<file path="config.mk">
export PLATFORM = sky130hd
export DESIGN_NAME = polygon_centroid
export DESIGN_NICKNAME = d
export VERILOG_FILES = /design/src/pcent_pkg.sv /design/src/pcent_div.sv /design/src/polygon_centroid.sv
export SDC_FILE = /design/constraint.sdc
export NUM_CORES = 2
export LEC_CHECK = 0
export BUFFER_PORTS_ARGS = -buffer_cell sky130_fd_sc_hd__buf_4
export CORE_MARGIN = 2
export CORE_UTILIZATION = 42
export CTS_CLUSTER_DIAMETER = 120
export DETAILED_ROUTE_END_ITERATION = 12
export SLEW_MARGIN = 30
export SYNTH_ARGS = -nofsm -noshare
export SYNTH_HDL_FRONTEND = slang
export SYNTH_SLANG_ARGS = --single-unit
</file>
<file path="constraint.sdc">
create_clock -name clk -period 12.9 [get_ports clk]
set_input_delay 0.645 -clock clk [delete_from_list [all_inputs] [get_ports clk]]
set_output_delay 0.645 -clock clk [all_outputs]
set_load 0.02 [all_outputs]
</file>
<file path="src/pcent_pkg.sv">
`timescale 1ns / 1ps
// ----------------------------------------------------------------------------
// pcent_pkg: shared constants for the polygon centroid block
// Accumulator widths, parameter defaults and result method codes.
// ----------------------------------------------------------------------------
package pcent_pkg;

  localparam int COORD_WIDTH_DEF = 16;
  localparam int MAX_POINTS_DEF  = 1024;

  // Twice-area sum (Q.0) and centroid sums (Q.0), wrapping two's complement
  localparam int AREA_W = 43;
  localparam int CENT_W = 59;
  // 3 * area_sum
  localparam int DEN_W  = AREA_W + 2;

  localparam logic [1:0] METHOD_POINT = 2'd0;
  localparam logic [1:0] METHOD_MID   = 2'd1;
  localparam logic [1:0] METHOD_AREA  = 2'd2;
  localparam logic [1:0] METHOD_BOX   = 2'd3;

endpackage

</file>
<file path="src/pcent_div.sv">
`timescale 1ns / 1ps
// ----------------------------------------------------------------------------
// pcent_div: iterative signed divider for the centroid quotient
// Computes num / (3 * area), truncated toward zero, one quotient bit per
// cycle, and saturates the result to the coordinate range.
// ----------------------------------------------------------------------------
module pcent_div #(
  parameter int CW = pcent_pkg::COORD_WIDTH_DEF
) (
  input  logic                                clk,
  input  logic                                rst_n,
  input  logic                                start,
  input  logic signed [pcent_pkg::CENT_W-1:0] num,
  input  logic signed [pcent_pkg::AREA_W-1:0] area,
  output logic                                done,
  output logic signed [CW-1:0]                quo
);

  localparam int NUM_W = pcent_pkg::CENT_W;
  localparam int DEN_W = pcent_pkg::DEN_W;
  localparam int CNT_W = $clog2(NUM_W + 1);

  localparam logic [NUM_W-1:0] Q_HI     = NUM_W'((64'd1 << (CW - 1)) - 64'd1);
  localparam logic [NUM_W-1:0] Q_LO_MAG = NUM_W'(64'd1 << (CW - 1));
  localparam logic [CW-1:0]    C_LO     = CW'(64'd1 << (CW - 1));

  localparam logic [1:0] DV_IDLE = 2'd0;
  localparam logic [1:0] DV_RUN  = 2'd1;
  localparam logic [1:0] DV_SAT  = 2'd2;

  logic [1:0]              state_r, state_nxt;
  logic [NUM_W-1:0]        nq_r, nq_nxt;     // dividend shifts out, quotient shifts in
  logic [DEN_W-1:0]        rem_r, rem_nxt;
  logic [DEN_W-1:0]        dm_r, dm_nxt;
  logic                    neg_r, neg_nxt;
  logic [CNT_W-1:0]        cnt_r, cnt_nxt;
  logic                    done_r, done_nxt;
  logic signed [CW-1:0]    quo_r, quo_nxt;

  logic signed [DEN_W-1:0] den;
  logic [DEN_W:0]          trial;
  logic                    ge;
  logic [NUM_W-1:0]        negq;

  always_comb begin
    den   = (DEN_W'(area) <<< 1) + DEN_W'(area);
    trial = {rem_r, nq_r[NUM_W-1]};
    ge    = (trial >= {1'b0, dm_r});
    negq  = NUM_W'(0) - nq_r;

    state_nxt = state_r;
    nq_nxt    = nq_r;
    rem_nxt   = rem_r;
    dm_nxt    = dm_r;
    neg_nxt   = neg_r;
    cnt_nxt   = cnt_r;
    quo_nxt   = quo_r;
    done_nxt  = 1'b0;

    case (state_r)
      DV_IDLE: begin
        if (start) begin
          neg_nxt   = num[NUM_W-1] ^ den[DEN_W-1];
          nq_nxt    = num[NUM_W-1] ? NUM_W'(~num + 1'b1) : NUM_W'(num);
          dm_nxt    = den[DEN_W-1] ? DEN_W'(~den + 1'b1) : DEN_W'(den);
          rem_nxt   = '0;
          cnt_nxt   = CNT_W'(NUM_W);
          state_nxt = DV_RUN;
        end
      end
      DV_RUN: begin
        rem_nxt = ge ? DEN_W'(trial - {1'b0, dm_r}) : DEN_W'(trial);
        nq_nxt  = {nq_r[NUM_W-2:0], ge};
        cnt_nxt = cnt_r - 1'b1;
        if (cnt_r == CNT_W'(1)) begin
          state_nxt = DV_SAT;
        end
      end
      DV_SAT: begin
        if (!neg_r) begin
          quo_nxt = (nq_r > Q_HI) ? CW'(Q_HI) : nq_r[CW-1:0];
        end else begin
          quo_nxt = (nq_r > Q_LO_MAG) ? C_LO : negq[CW-1:0];
        end
        done_nxt  = 1'b1;
        state_nxt = DV_IDLE;
      end
      default: begin
        state_nxt = DV_IDLE;
      end
    endcase
  end

  always_ff @(posedge clk) begin
    if (!rst_n) begin
      state_r <= DV_IDLE;
      done_r  <= 1'b0;
      cnt_r   <= '0;
    end else begin
      state_r <= state_nxt;
      done_r  <= done_nxt;
      cnt_r   <= cnt_nxt;
    end
  end

  always_ff @(posedge clk) begin
    nq_r  <= nq_nxt;
    rem_r <= rem_nxt;
    dm_r  <= dm_nxt;
    neg_r <= neg_nxt;
    quo_r <= quo_nxt;
  end

  assign done = done_r;
  assign quo  = quo_r;

endmodule

</file>
<file path="src/polygon_centroid.sv">
`timescale 1ns / 1ps
// ----------------------------------------------------------------------------
// polygon_centroid: shoelace area centroid of one polygon
// Accumulates cross products and centroid sums per vertex on one shared
// multiplier, then divides the sums by three times the area.
// ----------------------------------------------------------------------------
//  channel | dir | tdata                      | tuser               | tlast
//  in_     | in  | pt_x [CW-1:0], pt_y above  | -                   | last
//  out_    | out | center_x, center_y above   | method[1:0], too_many[2] | -
//
// A vertex after the first goes through accept, bookkeeping and 8 multiplier
// steps; the first vertex and any ignored one take accept and bookkeeping only.
// Closing a ring of three or more adds a finish step, the closing edge (8), one
// area check, two bit-serial divides if the area is nonzero, then a hand-off.
// in_tready is high only while idle; a finished result waits in the output
// register while the next polygon accumulates. Reset is synchronous, clears sums.
// ----------------------------------------------------------------------------
module polygon_centroid #(
  parameter int MAX_POINTS  = pcent_pkg::MAX_POINTS_DEF,
  parameter int COORD_WIDTH = pcent_pkg::COORD_WIDTH_DEF
) (
  input  logic                                   clk,
  input  logic                                   rst_n,
  input  logic                                   in_tvalid,
  output logic                                   in_tready,
  input  logic [((2*COORD_WIDTH+7)/8)*8-1:0]     in_tdata,   // pt_x, pt_y
  input  logic                                   in_tlast,   // last
  output logic                                   out_tvalid,
  input  logic                                   out_tready,
  output logic [((2*COORD_WIDTH+7)/8)*8-1:0]     out_tdata,  // center_x, center_y
  output logic [2:0]                             out_tuser   // method, too_many
);

  localparam int CW     = COORD_WIDTH;
  localparam int DW     = ((2 * CW + 7) / 8) * 8;
  localparam int MW     = CW + 2;          // multiplier operand width
  localparam int PW     = 2 * MW;
  localparam int CR_W   = 2 * CW + 1;      // exact cross product
  localparam int AREA_W = pcent_pkg::AREA_W;
  localparam int CENT_W = pcent_pkg::CENT_W;
  localparam int XA_W   = (CR_W > AREA_W) ? CR_W : AREA_W;
  localparam int XC_W   = (PW + CW > CENT_W) ? PW + CW : CENT_W;
  localparam int CNT_W  = $clog2(MAX_POINTS + 1);

  localparam logic [3:0] ST_IDLE = 4'd0;
  localparam logic [3:0] ST_VTX  = 4'd1;
  localparam logic [3:0] ST_E1   = 4'd2;
  localparam logic [3:0] ST_E2   = 4'd3;
  localparam logic [3:0] ST_E3   = 4'd4;
  localparam logic [3:0] ST_E4   = 4'd5;
  localparam logic [3:0] ST_E5   = 4'd6;
  localparam logic [3:0] ST_E6   = 4'd7;
  localparam logic [3:0] ST_E7   = 4'd8;
  localparam logic [3:0] ST_E8   = 4'd9;
  localparam logic [3:0] ST_FIN  = 4'd10;
  localparam logic [3:0] ST_AREA = 4'd11;
  localparam logic [3:0] ST_DX   = 4'd12;
  localparam logic [3:0] ST_DY   = 4'd13;
  localparam logic [3:0] ST_OUT  = 4'd14;

  function automatic logic signed [CW-1:0] half_sum(input logic signed [CW-1:0] a,
                                                    input logic signed [CW-1:0] b);
    logic signed [CW:0] s;
    s = (CW+1)'(a) + (CW+1)'(b);
    return s[CW:1];
  endfunction

  logic [3:0]                state_r, state_nxt;
  logic signed [CW-1:0]      cur_x_r, cur_x_nxt, cur_y_r, cur_y_nxt;
  logic                      last_r, last_nxt;
  logic signed [CW-1:0]      first_x_r, first_x_nxt, first_y_r, first_y_nxt;
  logic signed [CW-1:0]      prev_x_r, prev_x_nxt, prev_y_r, prev_y_nxt;
  logic signed [CW-1:0]      bmin_x_r, bmin_x_nxt, bmin_y_r, bmin_y_nxt;
  logic signed [CW-1:0]      bmax_x_r, bmax_x_nxt, bmax_y_r, bmax_y_nxt;
  logic [CNT_W-1:0]          cnt_r, cnt_nxt;
  logic                      ovf_r, ovf_nxt;
  logic                      closing_r, closing_nxt;
  logic signed [AREA_W-1:0]  area_r, area_nxt;
  logic signed [CENT_W-1:0]  cx_r, cx_nxt, cy_r, cy_nxt;
  logic signed [PW-1:0]      prod_r, prod_nxt;
  logic signed [CR_W-1:0]    cr_r, cr_nxt;
  logic signed [CW-1:0]      res_x_r, res_x_nxt, res_y_r, res_y_nxt;
  logic [1:0]                res_m_r, res_m_nxt;
  logic signed [CW-1:0]      out_x_r, out_x_nxt, out_y_r, out_y_nxt;
  logic [1:0]                out_m_r, out_m_nxt;
  logic                      out_too_r, out_too_nxt;
  logic                      out_valid_r, out_valid_nxt;

  logic signed [CW-1:0]      bx, by;
  logic signed [CW:0]        sx, sy;
  logic signed [MW-1:0]      mul_a, mul_b, lo_op, hi_op;
  logic signed [CR_W-1:0]    cr_diff;
  logic signed [XC_W-1:0]    pe;

  logic                      div_start, div_done;
  logic signed [CENT_W-1:0]  div_num;
  logic signed [CW-1:0]      div_quo;

  pcent_div #(
    .CW (CW)
  ) u_div (
    .clk   (clk),
    .rst_n (rst_n),
    .start (div_start),
    .num   (div_num),
    .area  (area_r),
    .done  (div_done),
    .quo   (div_quo)
  );

  // Shared multiplier: operand select by sequencer step
  always_comb begin
    bx      = closing_r ? first_x_r : cur_x_r;
    by      = closing_r ? first_y_r : cur_y_r;
    sx      = (CW+1)'(prev_x_r) + (CW+1)'(bx);
    sy      = (CW+1)'(prev_y_r) + (CW+1)'(by);
    lo_op   = MW'({1'b0, cr_r[CW-1:0]});
    hi_op   = MW'($signed(cr_r[CR_W-1:CW]));
    cr_diff = cr_r - CR_W'(prod_r);
    pe      = XC_W'(prod_r);
    case (state_r)
      ST_E2: begin
        mul_a = MW'(prev_y_r);
        mul_b = MW'(bx);
      end
      ST_E4: begin
        mul_a = MW'(sx);
        mul_b = lo_op;
      end
      ST_E5: begin
        mul_a = MW'(sx);
        mul_b = hi_op;
      end
      ST_E6: begin
        mul_a = MW'(sy);
        mul_b = lo_op;
      end
      ST_E7: begin
        mul_a = MW'(sy);
        mul_b = hi_op;
      end
      default: begin
        mul_a = MW'(prev_x_r);
        mul_b = MW'(by);
      end
    endcase
    prod_nxt = mul_a * mul_b;
  end

  always_comb begin
    state_nxt     = state_r;
    cur_x_nxt     = cur_x_r;
    cur_y_nxt     = cur_y_r;
    last_nxt      = last_r;
    first_x_nxt   = first_x_r;
    first_y_nxt   = first_y_r;
    prev_x_nxt    = prev_x_r;
    prev_y_nxt    = prev_y_r;
    bmin_x_nxt    = bmin_x_r;
    bmin_y_nxt    = bmin_y_r;
    bmax_x_nxt    = bmax_x_r;
    bmax_y_nxt    = bmax_y_r;
    cnt_nxt       = cnt_r;
    ovf_nxt       = ovf_r;
    closing_nxt   = closing_r;
    area_nxt      = area_r;
    cx_nxt        = cx_r;
    cy_nxt        = cy_r;
    cr_nxt        = cr_r;
    res_x_nxt     = res_x_r;
    res_y_nxt     = res_y_r;
    res_m_nxt     = res_m_r;
    out_x_nxt     = out_x_r;
    out_y_nxt     = out_y_r;
    out_m_nxt     = out_m_r;
    out_too_nxt   = out_too_r;
    out_valid_nxt = out_valid_r;
    div_start     = 1'b0;
    div_num       = cx_r;

    if (out_valid_r && out_tready) begin
      out_valid_nxt = 1'b0;
    end

    case (state_r)
      ST_IDLE: begin
        if (in_tvalid) begin
          cur_x_nxt = in_tdata[CW-1:0];
          cur_y_nxt = in_tdata[2*CW-1:CW];
          last_nxt  = in_tlast;
          state_nxt = ST_VTX;
        end
      end
      ST_VTX: begin
        if (cnt_r >= CNT_W'(MAX_POINTS)) begin
          ovf_nxt   = 1'b1;
          state_nxt = last_r ? ST_FIN : ST_IDLE;
        end else if (cnt_r == '0) begin
          first_x_nxt = cur_x_r;
          first_y_nxt = cur_y_r;
          prev_x_nxt  = cur_x_r;
          prev_y_nxt  = cur_y_r;
          bmin_x_nxt  = cur_x_r;
          bmax_x_nxt  = cur_x_r;
          bmin_y_nxt  = cur_y_r;
          bmax_y_nxt  = cur_y_r;
          cnt_nxt     = CNT_W'(1);
          state_nxt   = last_r ? ST_FIN : ST_IDLE;
        end else begin
          if (cur_x_r < bmin_x_r) bmin_x_nxt = cur_x_r;
          if (cur_x_r > bmax_x_r) bmax_x_nxt = cur_x_r;
          if (cur_y_r < bmin_y_r) bmin_y_nxt = cur_y_r;
          if (cur_y_r > bmax_y_r) bmax_y_nxt = cur_y_r;
          closing_nxt = 1'b0;
          state_nxt   = ST_E1;
        end
      end
      ST_E1: state_nxt = ST_E2;
      ST_E2: begin
        cr_nxt    = CR_W'(prod_r);
        state_nxt = ST_E3;
      end
      ST_E3: begin
        cr_nxt    = cr_diff;
        area_nxt  = area_r + AREA_W'(XA_W'(cr_diff));
        state_nxt = ST_E4;
      end
      ST_E4: state_nxt = ST_E5;
      ST_E5: begin
        cx_nxt    = cx_r + CENT_W'(pe);
        state_nxt = ST_E6;
      end
      ST_E6: begin
        cx_nxt    = cx_r + CENT_W'(pe <<< CW);
        state_nxt = ST_E7;
      end
      ST_E7: begin
        cy_nxt    = cy_r + CENT_W'(pe);
        state_nxt = ST_E8;
      end
      ST_E8: begin
        cy_nxt = cy_r + CENT_W'(pe <<< CW);
        if (closing_r) begin
          state_nxt = ST_AREA;
        end else begin
          prev_x_nxt = cur_x_r;
          prev_y_nxt = cur_y_r;
          cnt_nxt    = cnt_r + 1'b1;
          state_nxt  = last_r ? ST_FIN : ST_IDLE;
        end
      end
      ST_FIN: begin
        if (cnt_r <= CNT_W'(1)) begin
          res_x_nxt = first_x_r;
          res_y_nxt = first_y_r;
          res_m_nxt = pcent_pkg::METHOD_POINT;
          state_nxt = ST_OUT;
        end else if (cnt_r == CNT_W'(2)) begin
          res_x_nxt = half_sum(first_x_r, prev_x_r);
          res_y_nxt = half_sum(first_y_r, prev_y_r);
          res_m_nxt = pcent_pkg::METHOD_MID;
          state_nxt = ST_OUT;
        end else begin
          // close the ring: edge from last accepted vertex back to the first
          closing_nxt = 1'b1;
          state_nxt   = ST_E1;
        end
      end
      ST_AREA: begin
        if (area_r == '0) begin
          res_x_nxt = half_sum(bmin_x_r, bmax_x_r);
          res_y_nxt = half_sum(bmin_y_r, bmax_y_r);
          res_m_nxt = pcent_pkg::METHOD_BOX;
          state_nxt = ST_OUT;
        end else begin
          div_start = 1'b1;
          state_nxt = ST_DX;
        end
      end
      ST_DX: begin
        div_num = cy_r;
        if (div_done) begin
          res_x_nxt = div_quo;
          div_start = 1'b1;
          state_nxt = ST_DY;
        end
      end
      ST_DY: begin
        if (div_done) begin
          res_y_nxt = div_quo;
          res_m_nxt = pcent_pkg::METHOD_AREA;
          state_nxt = ST_OUT;
        end
      end
      ST_OUT: begin
        if (!out_valid_r || out_tready) begin
          out_x_nxt     = res_x_r;
          out_y_nxt     = res_y_r;
          out_m_nxt     = res_m_r;
          out_too_nxt   = ovf_r;
          out_valid_nxt = 1'b1;
          cnt_nxt       = '0;
          ovf_nxt       = 1'b0;
          closing_nxt   = 1'b0;
          area_nxt      = '0;
          cx_nxt        = '0;
          cy_nxt        = '0;
          state_nxt     = ST_IDLE;
        end
      end
      default: begin
        state_nxt = ST_IDLE;
      end
    endcase
  end

  always_ff @(posedge clk) begin
    if (!rst_n) begin
      state_r     <= ST_IDLE;
      cnt_r       <= '0;
      ovf_r       <= 1'b0;
      closing_r   <= 1'b0;
      area_r      <= '0;
      cx_r        <= '0;
      cy_r        <= '0;
      out_valid_r <= 1'b0;
    end else begin
      state_r     <= state_nxt;
      cnt_r       <= cnt_nxt;
      ovf_r       <= ovf_nxt;
      closing_r   <= closing_nxt;
      area_r      <= area_nxt;
      cx_r        <= cx_nxt;
      cy_r        <= cy_nxt;
      out_valid_r <= out_valid_nxt;
    end
  end

  always_ff @(posedge clk) begin
    cur_x_r   <= cur_x_nxt;
    cur_y_r   <= cur_y_nxt;
    last_r    <= last_nxt;
    first_x_r <= first_x_nxt;
    first_y_r <= first_y_nxt;
    prev_x_r  <= prev_x_nxt;
    prev_y_r  <= prev_y_nxt;
    bmin_x_r  <= bmin_x_nxt;
    bmin_y_r  <= bmin_y_nxt;
    bmax_x_r  <= bmax_x_nxt;
    bmax_y_r  <= bmax_y_nxt;
    prod_r    <= prod_nxt;
    cr_r      <= cr_nxt;
    res_x_r   <= res_x_nxt;
    res_y_r   <= res_y_nxt;
    res_m_r   <= res_m_nxt;
    out_x_r   <= out_x_nxt;
    out_y_r   <= out_y_nxt;
    out_m_r   <= out_m_nxt;
    out_too_r <= out_too_nxt;
  end

  assign in_tready  = (state_r == ST_IDLE);
  assign out_tvalid = out_valid_r;
  assign out_tdata  = DW'({out_y_r, out_x_r});
  assign out_tuser  = {out_too_r, out_m_r};

endmodule

</file>
# Word-level counts from Yosys, hierarchy flattened
# Index checks and enable logic that the tools add are counted.
[word_totals]
ff_bits = 653
latchBits = 0
ramBits = 0
rom_bits = 0
in_bits = 37
wordCells = 237
memories = 0
[classes]
n_addsub = 19
mul = 1
div_mod_pow = 0
magnitude_cmp = 9
eq_ne = 33
n_shift = 0
n_mux = 88
bitwise = 4
reduce_logical = 46
[op_table]
columns = ["op", "count"]
rows = [
  ["two-way mux 16 bit", 26],
  ["case mux 59 bit (3 select lines)", 2],
  ["two-way mux 59 bit", 4],
  ["adder 59 x 36 -> 59 bit", 2],
  ["adder 59 x 52 -> 59 bit", 2],
  ["case mux 59 bit (2 select lines)", 1],
  ["case mux 18 bit (3 select lines)", 2],
  ["adder 16 x 16 -> 17 bit", 6],
  ["case mux 16 bit (3 select lines)", 2],
  ["two-way mux 45 bit", 2],
  ["case mux 45 bit (2 select lines)", 1],
  ["case mux 43 bit (2 select lines)", 1],
  ["case mux 33 bit (2 select lines)", 1],
  ["case mux 16 bit (2 select lines)", 2],
  ["case mux 4 bit (15 select lines)", 1],
  ["adder 59 x 1 -> 59 bit (second input constant)", 1],
  ["> comparator 59 x 15 -> 1 bit (second input constant)", 1],
  ["> comparator 59 x 16 -> 1 bit (second input constant)", 1],
  ["inverter 59 bit", 1],
  ["greater-or-equal comparator 46 x 45 -> 1 bit", 1],
  ["adder 44 x 43 -> 45 bit", 1],
  ["adder 45 x 1 -> 45 bit (second input constant)", 1],
  ["inverter 45 bit", 1],
  ["subtractor 45 bit", 1],
  ["other kinds (51)", 136],
]

# Logic depth before layout (Yosys ltp)
[logic_depth]
word_depth = 7
mapped_depth = 45

# Cells and area by module
# From an unflattened synthesis, not the netlist that was laid out.
[unflattened]
cells_unflattened = 7523
hier_area_um2 = 65751.8
[by_module_without_submodules]
columns = ["module", "n_inst", "cells_each", "area_each_um2", "seq_area_each_um2"]
rows = [
  ["polygon_centroid", 1, 5824, 50763.7, 12201.7],
  ["pcent_div", 1, 1699, 14988.1, 5165.0],
]

# Worst setup path before layout
# Ideal clock, no wire load.
[synth_path]
path_type = "flip-flop to flip-flop"
from = "register state_r[3]"
to = "register u_div.cnt_r[5]"
setup_time_ps = 95
arrival_ps = 10778
required_time_ps = 12805
path_slack_ps = 2026
path_stages_with_launch = 14
synth_period_minus_slack_ps = 10874
cell_sequence = "dfxtp_1 > and4bb_1 > buf_6 > buf_6 > buf_8 > buf_2 > buf_2 > buf_2 > buf_2 > buf_2 > a21oi_1 > o21ai_0 > o21ai_0 > a21oi_1"
[synth_via]
elab_chain_cells = 4
[synth_rtl]
columns = ["item", "line_no", "rtl"]
rows = [
  ["from (decl)", "polygon_centroid.sv:68", "logic [3:0] state_r, state_nxt;"],
  ["from (signal assigned)", "polygon_centroid.sv:328", "state_r <= state_nxt;"],
  ["== test 4 bit", "polygon_centroid.sv:185", "case (state_r)"],
  ["case mux 1 bit (2 select lines) (*)", "polygon_centroid.sv:185", ""],
  ["inequality test 2 bit (no line) (*)", "-", ""],
  ["AND reduction 2 bit (no line) (*)", "-", ""],
  ["to (signal assigned)", "pcent_div.sv:102", "cnt_r <= cnt_nxt;"],
  ["to (decl)", "pcent_div.sv:36", "logic [CNT_W-1:0] cnt_r, cnt_nxt;"],
]
# Mark *: on every way between the ends. The rest lies on a longest branch, timed or not.
# A chain may end at the register's enable or synchronous reset.

# Worst setup path after layout
[layout_path]
from = "register closing_r"
to = "register prod_r[35]"
[layout_via]
elab_chain_cells = 4
[layout_rtl]
columns = ["item", "line_no", "rtl"]
rows = [
  ["from (decl)", "polygon_centroid.sv:77", "logic closing_r, closing_nxt;"],
  ["from (signal assigned)", "polygon_centroid.sv:331", "closing_r <= closing_nxt;"],
  ["two-way mux 16 bit, on equally long branches", "polygon_centroid.sv:114, polygon_centroid.sv:113", ""],
  ["adder 16 x 16 -> 17 bit, on equally long branches", "polygon_centroid.sv:116, polygon_centroid.sv:115", ""],
  ["case mux 18 bit (3 select lines)", "polygon_centroid.sv:121", "case (state_r)"],
  ["multiplier 18 x 18 -> 36 bit (*)", "polygon_centroid.sv:147", "prod_nxt = mul_a * mul_b;"],
  ["named net prod_nxt[35]", "polygon_centroid.sv:80", "logic signed [PW-1:0] prod_r, prod_nxt;"],
  ["to (signal assigned)", "polygon_centroid.sv:351", "prod_r <= prod_nxt;"],
  ["to (decl)", "polygon_centroid.sv:80", ""],
]
# The timed path passes the listed nets; every way through them passes the cells marked *.

==> summary.md <==
| Metric | Value |
|---|---|
| Final Hold Fails | 0 |
| TritonCTS clock tree | built |
| DR WL/cell | roughly 21 µm |
| Via/cell ratio | a little under 6 |
| GPL Wtd Cong | roughly 0.96 |
| PnR worst setup slack | slightly below 2 ns |
| Max FO, Critical Path | 18 |
| Fin nets | ~8.3k |
| Unique masters post-synth | roughly 120 |
| Worst endpoint data arrival time | around 12 ns |
| Die height | around 400 µm |
| Post-CTS Setup Bufs | 0 |
| FP Rows | around 140 |
| Crit-path max cell delay | just under 0.8 ns |
| Synth Cell Area | around 0.065 mm² |
| Final number of max-transition violations | 0 |
| Worst hold path type | input port to flip-flop |
| Clock Skew | roughly 0.07 ns |
| Syn Area/Cell | 8.77 µm² |
| Max-cap violations | 0 |
| Tot GR Track Use | roughly 25% |
| CP dominant cell by count | fa_1 |
| Final Cycle Share | 84.7% |
| Least-Margin Pin Slew | ~1.0 ns |
| Post-CTS resize count | 0 |
| Worst flop-to-flop path startpoint | closing_r$_SDFFE_PN0P_ |
| Clk slew on worst S/H paths | about 0.06 ns |
| Crit. End Element | flip-flop |
| Yosys warning total | 0 |
| Sink Count | around 650 |
| Fmax | 0.0915 GHz |
| Top-area cell type share of the netlist area | 19.9% |
| Layout cells sized above 1 | 6.63% |
| Setup TNS | 0 ns |
| Core ar. | between 0.15 and 0.2 mm² |
| Final setup fails | 0 |
| Drt total wl | 202000 µm |
| Placed standard-cell area | a little under 0.07 mm² |
| CTS buffer count | 80 |
| Worst hold start | in_tdata[14] |
| CTS root buf | clkbuf_16 |
| RSZ-0062 raised after global routing | false |
| Top_reg_cell synth | edfxtp_1 |
| Ports | 74 |
| First-pass GRT wire length | 309000 µm |
| Status | finished, final reports clean |
| Post-synthesis sequential area ratio | 26.8% |
| #FFs+latches synth | between 600 and 700 |
| Max_slew headroom | around 32% |
| Largest net degree at the start of global routing | 101 |
| Post-Syn Instances | 7380 |
| Initial core utilization | between 40 and 50% |
| Gr ovfl total | 0 |
| Die width | approximately 400 µm |
| I/O Buffers | 73 |
| Total number of vias | approximately 55k |
| Synth top cells by count | inv_1 (737), nand2_1 (700), ha_1 (622), a21oi_1 (536), nor2_1 (489) |
| Pre-antenna DRT Iters | 7 |
| Pre-CTS setup slack | 2.02 ns |
| Vias in the first global route | ~52k |
| Async S/R FF share, synth | 0% |
| Crit path max-delay cell type | a221o_1 |
| Filler cell count | roughly 15k |
| Post-synth EDFFs | roughly 430 |
| CTS HTree Levels | 3 |
| Area Overhead vs Synth | 8.53% |
| Worst hold slack | ~0.11 ns |
| Die area | around 0.16 mm² |
| Routed Antenna Nets | 0 |
| Mapped Nets | between 8k and 9k |
| Ranking of synthesized cells by area | edfxtp_1 (20%), ha_1 (12%), fa_1 (10%) |
| WS Path Type | flip-flop to flip-flop |
| Element type at the critical path start | flip-flop |
| Area leader, netlist | edfxtp_1 |
| Count leader, synth | inv_1 |
| Start point of the critical path | closing_r$_SDFFE_PN0P_ |
| Remaining DRCs | 0 |
| Critical path data required time | ~14 ns |
| Clk_lat worst skew | 0.72 ns |
| Iter 0 DRT Violations | between 4k and 5k |
| CTS Buffer Depth | 3 |
| Fin area | between 0.07 and 0.08 mm² |
| Period minus WS final | between 10 and 15 ns |
| DP HPWL | 159000 µm |
| Initial antenna violation count | 0 |
| Hold_buf cts | 0 |
-- final cells by class --
type	instances	area [µm²]	area share, %
diodes	1	2.50	0.00356
clock buffers	97	2120	3.01
clock inverters	52	539	0.767
inverters	739	2770	3.95
multi-input cells	5700	43700	62.2
flip-flops and latches	653	17400	24.7
well taps	2044	2560	3.64
repair buffers	163	1220	1.74
-- cells in the final DEF, fill, tap and decap left out, types with 48 or more instances in the layout --
cell type and instances:
clkbuf_16 81, o21a_1 54, o21bai_1 83, buf_4 161, nand4_1 88, o21ai_0 451
a22oi_1 89, ha_1 622, inv_1 737, a21oi_1 532, nand2_1 699, nor2b_1 105
and2_1 68, a31oi_1 81, a221oi_1 53, xor2_1 194, nor3_1 140, nand2b_1 79
nand3_1 130, or3_1 48, dfxtp_1 223, xnor2_1 313, edfxtp_1 429, mux2i_1 62
a21o_1 264, fa_1 333, nor2_1 481
-- through the flow --
| step | std cells | util [%] |
|---|---|---|
| 2_1_floorplan | 7380 | - |
| 3_3_place_gp | 9298 | 44.0 |
| 3_5_place_dp | 9298 | 44.0 |
| 4_1_cts | 9447 | 45.8 |
| 5_1_grt | 9448 | 45.8 |
| 6_report | 9449 | 45.8 |
-- registers in the layout, indices dropped and copies added (netlist names), 11 cells and up --
name,count
cx_r,59
cy_r,59
u_div.nq_r,59
u_div.dm_r,45
u_div.rem_r,45
area_r,43
prod_r,36
cr_r,33
bmax_x_r,16
bmax_y_r,16
bmin_x_r,16
bmin_y_r,16
cur_x_r,16
cur_y_r,16
first_x_r,16
first_y_r,16
out_x_r,16
out_y_r,16
prev_x_r,16
prev_y_r,16
res_x_r,16
res_y_r,16
u_div.quo,16
cnt_r,11
-- routing by layer --
metal	vias to the layer above	part of all wire [%]	GRT usage, %
li1	26186	-	-
met1	26343	46	36.1
met2	1761	43	38.1
met3	331	7.1	3.65
met4	0	3.9	9.56
met5	-	0	0
-- cells by family after synthesis --
logic type / Yosys count / synth area share [%]
adder cells (fa/ha/maj): 956 / 22.3
flip-flops: 653 / 26.8
buffers and inverters: 1027 / 6.09
AND/OR/NAND/NOR: 2057 / 15.3
AO/OA/AOI/OAI: 2072 / 20.8
XOR/XNOR: 508 / 6.87
multiplexers: 107 / 1.81
-- final timing paths --
check                          endpoint  slack (ns)  cells past startpoint
setup / recovery     prod_r[35]$_DFF_P_        1.97                     40
hold reg to reg    out_y_r[3]$_DFFE_PP_        0.41                      0
setup reg to reg     prod_r[35]$_DFF_P_        1.97                     40
hold / removal    cur_x_r[14]$_DFFE_PP_        0.11                      1
-- worst max-delay path: cells and delay by family (launching register included) --
family          cells  cell delay (ns)
compound gates     20             4.65
xor+xnor            2             0.27
fa+ha+maj           9             4.09
buf+inv             5             0.54
flops               1             0.74
simple gates        4             0.54
Power is left out: the tool's default activity adds up to more than one toggle a clock period on the data nets, which glitch-free logic cannot reach.
